### src/sv/mie_pkg.sv
package mie_pkg;

  localparam int unsigned DATA_WORDS = 1024;
  localparam int unsigned DMEM_AW    = $clog2(DATA_WORDS);
  localparam int unsigned QUEUE_DEPTH = 2;

  localparam logic [31:0] START_PC = 32'h0040_0000;
  localparam logic [31:0] EXIT_CODE = 32'd10;

  // primary opcodes
  localparam logic [5:0] OP_SPECIAL = 6'h00;
  localparam logic [5:0] OP_REGIMM  = 6'h01;
  localparam logic [5:0] OP_J       = 6'h02;
  localparam logic [5:0] OP_JAL     = 6'h03;
  localparam logic [5:0] OP_BEQ     = 6'h04;
  localparam logic [5:0] OP_BNE     = 6'h05;
  localparam logic [5:0] OP_BLEZ    = 6'h06;
  localparam logic [5:0] OP_BGTZ    = 6'h07;
  localparam logic [5:0] OP_ADDI    = 6'h08;
  localparam logic [5:0] OP_ADDI_WRAP = 6'h09;
  localparam logic [5:0] OP_SLTI    = 6'h0A;
  localparam logic [5:0] OP_SLTI_UNS = 6'h0B;
  localparam logic [5:0] OP_ANDI    = 6'h0C;
  localparam logic [5:0] OP_ORI     = 6'h0D;
  localparam logic [5:0] OP_XORI    = 6'h0E;
  localparam logic [5:0] OP_LUI     = 6'h0F;
  localparam logic [5:0] OP_LB      = 6'h20;
  localparam logic [5:0] OP_LH      = 6'h21;
  localparam logic [5:0] OP_LW      = 6'h23;
  localparam logic [5:0] OP_LBU     = 6'h24;
  localparam logic [5:0] OP_LHU     = 6'h25;
  localparam logic [5:0] OP_SB      = 6'h28;
  localparam logic [5:0] OP_SH      = 6'h29;
  localparam logic [5:0] OP_SW      = 6'h2B;

  // SPECIAL function codes
  localparam logic [5:0] F_SLL     = 6'h00;
  localparam logic [5:0] F_SRL     = 6'h02;
  localparam logic [5:0] F_SRA     = 6'h03;
  localparam logic [5:0] F_SLLV    = 6'h04;
  localparam logic [5:0] F_SRLV    = 6'h06;
  localparam logic [5:0] F_SRAV    = 6'h07;
  localparam logic [5:0] F_JR      = 6'h08;
  localparam logic [5:0] F_JALR    = 6'h09;
  localparam logic [5:0] F_SYSCALL = 6'h0C;
  localparam logic [5:0] F_MFHI    = 6'h10;
  localparam logic [5:0] F_MTHI    = 6'h11;
  localparam logic [5:0] F_MFLO    = 6'h12;
  localparam logic [5:0] F_MTLO    = 6'h13;
  localparam logic [5:0] F_MULT    = 6'h18;
  localparam logic [5:0] F_MULTU   = 6'h19;
  localparam logic [5:0] F_DIV     = 6'h1A;
  localparam logic [5:0] F_DIVU    = 6'h1B;
  localparam logic [5:0] F_ADD     = 6'h20;
  localparam logic [5:0] F_ADDU    = 6'h21;
  localparam logic [5:0] F_SUB     = 6'h22;
  localparam logic [5:0] F_SUBU    = 6'h23;
  localparam logic [5:0] F_AND     = 6'h24;
  localparam logic [5:0] F_OR      = 6'h25;
  localparam logic [5:0] F_XOR     = 6'h26;
  localparam logic [5:0] F_NOR     = 6'h27;
  localparam logic [5:0] F_SLT     = 6'h2A;
  localparam logic [5:0] F_SLTU    = 6'h2B;

  // REGIMM rt codes
  localparam logic [4:0] RI_BLTZ   = 5'h00;
  localparam logic [4:0] RI_BGEZ   = 5'h01;
  localparam logic [4:0] RI_BLTZAL = 5'h10;
  localparam logic [4:0] RI_BGEZAL = 5'h11;

  localparam logic [4:0] LINK_REG = 5'd31;
  localparam logic [4:0] EXIT_REG = 5'd2;

  typedef struct packed {
    logic [31:0] instr;
    logic        is_mul;
    logic        mul_signed;
    logic        is_div;
    logic        div_signed;
  } dec_t;

  typedef struct packed {
    logic valid;
    dec_t item;
  } queue_t;

endpackage

### src/sv/mie_chan_if.sv
interface mie_in_if;
  logic        valid;
  logic        ready;
  logic [31:0] instruction;
  modport source (output valid, output instruction, input ready);
  modport sink   (input valid, input instruction, output ready);
endinterface


### src/sv/mie_front.sv
module mie_front (
  input  logic           clk,
  input  logic           rst_n,
  input  logic           hold,
  mie_in_if.sink         in_bus,
  output mie_pkg::queue_t q_head,
  input  logic           q_pop
);
  import mie_pkg::*;

  localparam int unsigned PW = $clog2(QUEUE_DEPTH);

  dec_t          slot_r [QUEUE_DEPTH];
  logic [PW-1:0] wptr_r, wptr_nxt;
  logic [PW-1:0] rptr_r, rptr_nxt;
  logic [PW:0]   cnt_r, cnt_nxt;
  logic          push;
  dec_t          dec;
  logic [5:0]    op;
  logic [5:0]    fn;

  assign in_bus.ready = (cnt_r != QUEUE_DEPTH[PW:0]) && !hold;
  assign push = in_bus.valid && in_bus.ready;

  // classify: flag the long-latency arithmetic for the back end
  assign op = in_bus.instruction[31:26];
  assign fn = in_bus.instruction[5:0];
  always_comb begin
    dec.instr      = in_bus.instruction;
    dec.is_mul     = (op == OP_SPECIAL) && (fn == F_MULT || fn == F_MULTU);
    dec.mul_signed = (fn == F_MULT);
    dec.is_div     = (op == OP_SPECIAL) && (fn == F_DIV || fn == F_DIVU);
    dec.div_signed = (fn == F_DIV);
  end

  always_comb begin
    wptr_nxt = push ? wptr_r + 1'b1 : wptr_r;
    rptr_nxt = q_pop ? rptr_r + 1'b1 : rptr_r;
    cnt_nxt  = cnt_r + (PW+1)'(push) - (PW+1)'(q_pop);
  end

  always_ff @(posedge clk) begin
    if (!rst_n) begin
      wptr_r <= '0;
      rptr_r <= '0;
      cnt_r  <= '0;
    end else begin
      wptr_r <= wptr_nxt;
      rptr_r <= rptr_nxt;
      cnt_r  <= cnt_nxt;
    end
    if (push) begin
      slot_r[wptr_r] <= dec;
    end
  end

  assign q_head.valid = (cnt_r != '0);
  assign q_head.item  = slot_r[rptr_r];

endmodule

### src/flat_wrapper.sv
// flat-port wrapper written by rule: the top's interface ports become plain ports
module mie_front_flat import mie_pkg::*;
  (clk, rst_n, hold, q_head, q_pop, in_bus_valid, in_bus_instruction, in_bus_ready);
  mie_in_if in_bus_i ();
  input  logic clk;
  input  logic rst_n;
  input  logic hold;
  output mie_pkg::queue_t q_head;
  input  logic q_pop;
  input wire logic [$bits(in_bus_i.valid)-1:0] in_bus_valid;
  input wire logic [$bits(in_bus_i.instruction)-1:0] in_bus_instruction;
  output wire logic [$bits(in_bus_i.ready)-1:0] in_bus_ready;
  assign in_bus_i.valid = in_bus_valid;
  assign in_bus_i.instruction = in_bus_instruction;
  assign in_bus_ready = in_bus_i.ready;
  mie_front u_core (.clk(clk), .rst_n(rst_n), .hold(hold), .in_bus(in_bus_i), .q_head(q_head), .q_pop(q_pop));
endmodule
### config.mk
export PLATFORM = sky130hd
export DESIGN_NAME = mie_front_flat
export DESIGN_NICKNAME = d
export VERILOG_FILES = /design/src/sv/mie_pkg.sv /design/src/sv/mie_chan_if.sv /design/src/sv/mie_front.sv /design/src/flat_wrapper.sv
export SDC_FILE = /design/constraint.sdc
export NUM_CORES = 1
export LEC_CHECK = 0
export ABC_AREA = 1
export BUFFER_PORTS_ARGS = -buffer_cell sky130_fd_sc_hd__buf_4
export CAP_MARGIN = 20
export CORE_MARGIN = 2
export CORE_UTILIZATION = 40
export DETAILED_ROUTE_END_ITERATION = 10
export GPL_ROUTABILITY_DRIVEN = 0
export PLACE_DENSITY = 0.73
export REMOVE_ABC_BUFFERS = 1
export SYNTH_ARGS = -nofsm -noshare
export SYNTH_HDL_FRONTEND = slang
export SYNTH_SLANG_ARGS = --single-unit
### constraint.sdc
create_clock -name clk -period 7.6 [get_ports clk]
set_input_delay 1.14 -clock clk [delete_from_list [all_inputs] [get_ports clk]]
set_output_delay 1.14 -clock clk [all_outputs]
set_load 0.05 [all_outputs]
==> flow_summary_export.csv <==
group,metric,value,unit
placement,dp_hpwl,3.20,mm
finish,seqCellArea,2260,sq um
synthesis,yosys.area.top_type,"edfxtp_1",
cts,hold_buffers,0,
finish,fin_nets,288,
floorplanning,fp.dieH,91.5,um
detailed_routing,wl_per_cell,13.6,um
floorplanning,fp.dieArea,8370,sq um
critical_path,ff2ff_path_depth,5,
cts,path_clk_slew,0.07,ns
cts,max-clock-path-buffers,2,
hold_path,hp-class,"flip-flop to flip-flop",
synthesis,synth_cell_types,14,
sta,fin_setup_tns,0,ns
power,power.density,243,nW/um^2
grt,grt_start_max_net_pins,37,
synthesis,synth_area_per_cell,18.6,sq um
hold_path,holdPathStages,2,
cts,cts_tree,"built",
floorplanning,die-width,91.5,um
detailed_routing,routed_wl,4.78,mm
sta,period_minus_slack,2.93,ns
sta,setup_viol,0,
synthesis,ys_seq_area_frac,0.739,
sta,worstMarginPinSlew,0.590,ns
hold_path,whs_endpoint,"u_core.rptr_r",
critical_path,cp.arrival,1.79,ns
cts,cts.sinks,77,
hold_path,hold_start,"u_core.rptr_r",
floorplanning,initial_core_util,0.418,
power,vdd_drop_max,0.132,mV
run,drv_cap,0,
finish,drive_gt1_frac,0.506,
detailed_routing,drt_iter0_drc,61,
sta,hold_violations,0,
detailed_routing,via_per_inst,4.51,
synthesis,synth.area.top_cells,"edfxtp_1, mux2_4, dfxtp_1, mux2_2, buf_12",
sta,drv_slew,0,
synthesis,syn_area,3060,sq um
synthesis,postSynthCellCount,165,
critical_path,r2r_slack,5.93,ns
sta,slew_headroom,0.606,
outcome,outcome,"completed",
cts,clock_latency,0.34,ns
critical_path,startpoint_type,"flip-flop",
critical_path,worstSetupPathType,"flip-flop to output pin",
critical_path,critPathCaptureType,"output pin",
detailed_routing,ant_nets,0,
critical_path,worstPathRequired,6.46,ns
detailed_routing,drt_pre_antenna_iters,4,
floorplanning,rows,31,
grt,grt_pass1_vias,1547,
finish,stdcell_count,352,
finish,n_antenna_cell,0,
detailed_routing,num_vias,1586,
cts,cts_max_level,3,
power,p_leak,0.00157,uW
grt,grt_pass1_wl,7.59,mm
sta,grt_setup_unrepaired,"false",
grt,track_usage,0.122,
synthesis,synth_top_area_frac,0.706,
sta,max_clock_freq,0.341,GHz
cts,post_cts_buffers,0,
sta,fin_worst_skew,0.00845,ns
floorplanning,io_pins,75,
sta,fin_crit_sh,0.386,
placement,dp_cells,336,
grt,grt_overflow_total,0,
finish,multi_input_area,688,sq um
finish,num-fill-cells,610,
critical_path,cp_max_fo,23,
placement,port_buffers,74,
detailed_routing,drc,0,
cts,numCtsBuffers,9,
synthesis,synth-seq-cells,77,
grt,grt_antenna_before_repair,0,
finish,syn2layout_area_growth,27.8,%
critical_path,r2r_end,"u_core.slot_r[0][18]",
synthesis,yosys_warnings,0,
critical_path,r2r_start,"u_core.cnt_r[0]",
cts,cts.repair.resized,0,
cts,root_buffer,"clkbuf_8",
floorplanning,core_area,7330,sq um
cell type report:
type	instances	area share
Clock buffer	9	0.0316
Clock inverter	6	0.0141
Inverter	13	0.0125
Multi-Input combinational cell	71	0.176
Sequential cell	77	0.578
Tap cell	99	0.0316
Timing Repair Buffer	77	0.156
kinds of logic (layout without fill, tap and decap cells):
family	Yosys count	count (layout)	synth area share
AND/OR/NAND/NOR	31	31	0.0417
adder cells (fa/ha/maj)	2	2	0.00817
AO/OA/AOI/OAI	2	2	0.00327
flip-flops	77	77	0.739
buffers and inverters	17	105	0.0392
multiplexers	36	36	0.169
registers in the layout, summed over array words and instances, names as in the netlist, named ones only:
name,cells
u_core.wptr_r,1
u_core.rptr_r,1
u_core.slot_r,72
u_core.cnt_r,2
report_power, final:
group	leakage [uW]	switching (uW)	internal, uW
combinational	0.000772	104	67.5
clock	0.0000899	139	146
sequential	0.000707	7.93	485
total	0.00157	251	699
per-stage QoR:
| stage | cell area [sq um] | hold slack [ns] | power [uW] | setup slack, ns | util |
|---|---|---|---|---|---|
| after CTS | 3890 | 0.513 | 957 | 4.62 | 0.530 |
| after global routing | 3910 | 0.548 | 988 | 4.58 | 0.534 |
| final | 3910 | 0.509 | 950 | 4.67 | 0.534 |
| after global placement | 3690 | 0.475 | 670 | 4.71 | 0.503 |
| after detailed placement | 3710 | 0.496 | 674 | 4.79 | 0.506 |
| after floorplan | 2990 | 0.463 | 619 | 4.34 | - |
critical path, stage by stage, from the launching register on:
cell     delay [ns]
dfxtp_2        0.61
buf_12         0.27
mux2_2         0.36
buf_4          0.19
synthesized netlist by cell type:
library cell and count:
mux2_4 30, nor2_1 15, nand3b_1 1, nand2_1 10
a21oi_1 2, nand3_1 4, mux2_2 6, edfxtp_1 72
inv_1 13, buf_6 1, nand4_1 1, ha_1 2
buf_12 3, dfxtp_1 5
per-layer routing:
layer / wire length (um) / track usage / up-vias / share of wire
li1: - / - / 772 / -
met1: 1910 / 0.137 / 756 / 0.40
met2: 2490 / 0.200 / 50 / 0.52
met3: 298 / 0.0432 / 8 / 0.062
met4: 85 / 0.0682 / 0 / 0.018
met5: 0 / 0 / - / 0
worst max-delay path by stage:
stage | slack [ns] | startpoint | endpoint | depth (start not counted)
final | 4.67 | flip-flop | q_head[0] | 3
after global routing | 4.58 | flip-flop | q_head[0] | 3
after CTS | 4.62 | flip-flop | q_head[0] | 3
after detailed placement | 4.79 | hold | u_core.slot_r[0][29] | 4
after global placement | 4.71 | flip-flop | q_head[0] | 2
after floorplan | 4.34 | hold | u_core.slot_r[0][0] | 3
layout by cell type, fill, tap and decap left out, types with 2 or more instances in the layout:
master    Yosys  routed
ha_1          2       2
edfxtp_1     72      72
nand2_1      10      10
inv_1        13      12
mux2_2        6       6
nand3_1       4       4
a21oi_1       2       2
dfxtp_1       5       4
clkbuf_8      0       9
clkinv_1      0       3
nor2_1       15      14
clkinv_2      0       2
buf_4         0      75
mux2_4       30      30
Note: power is estimated with default switching activity, not from simulation.
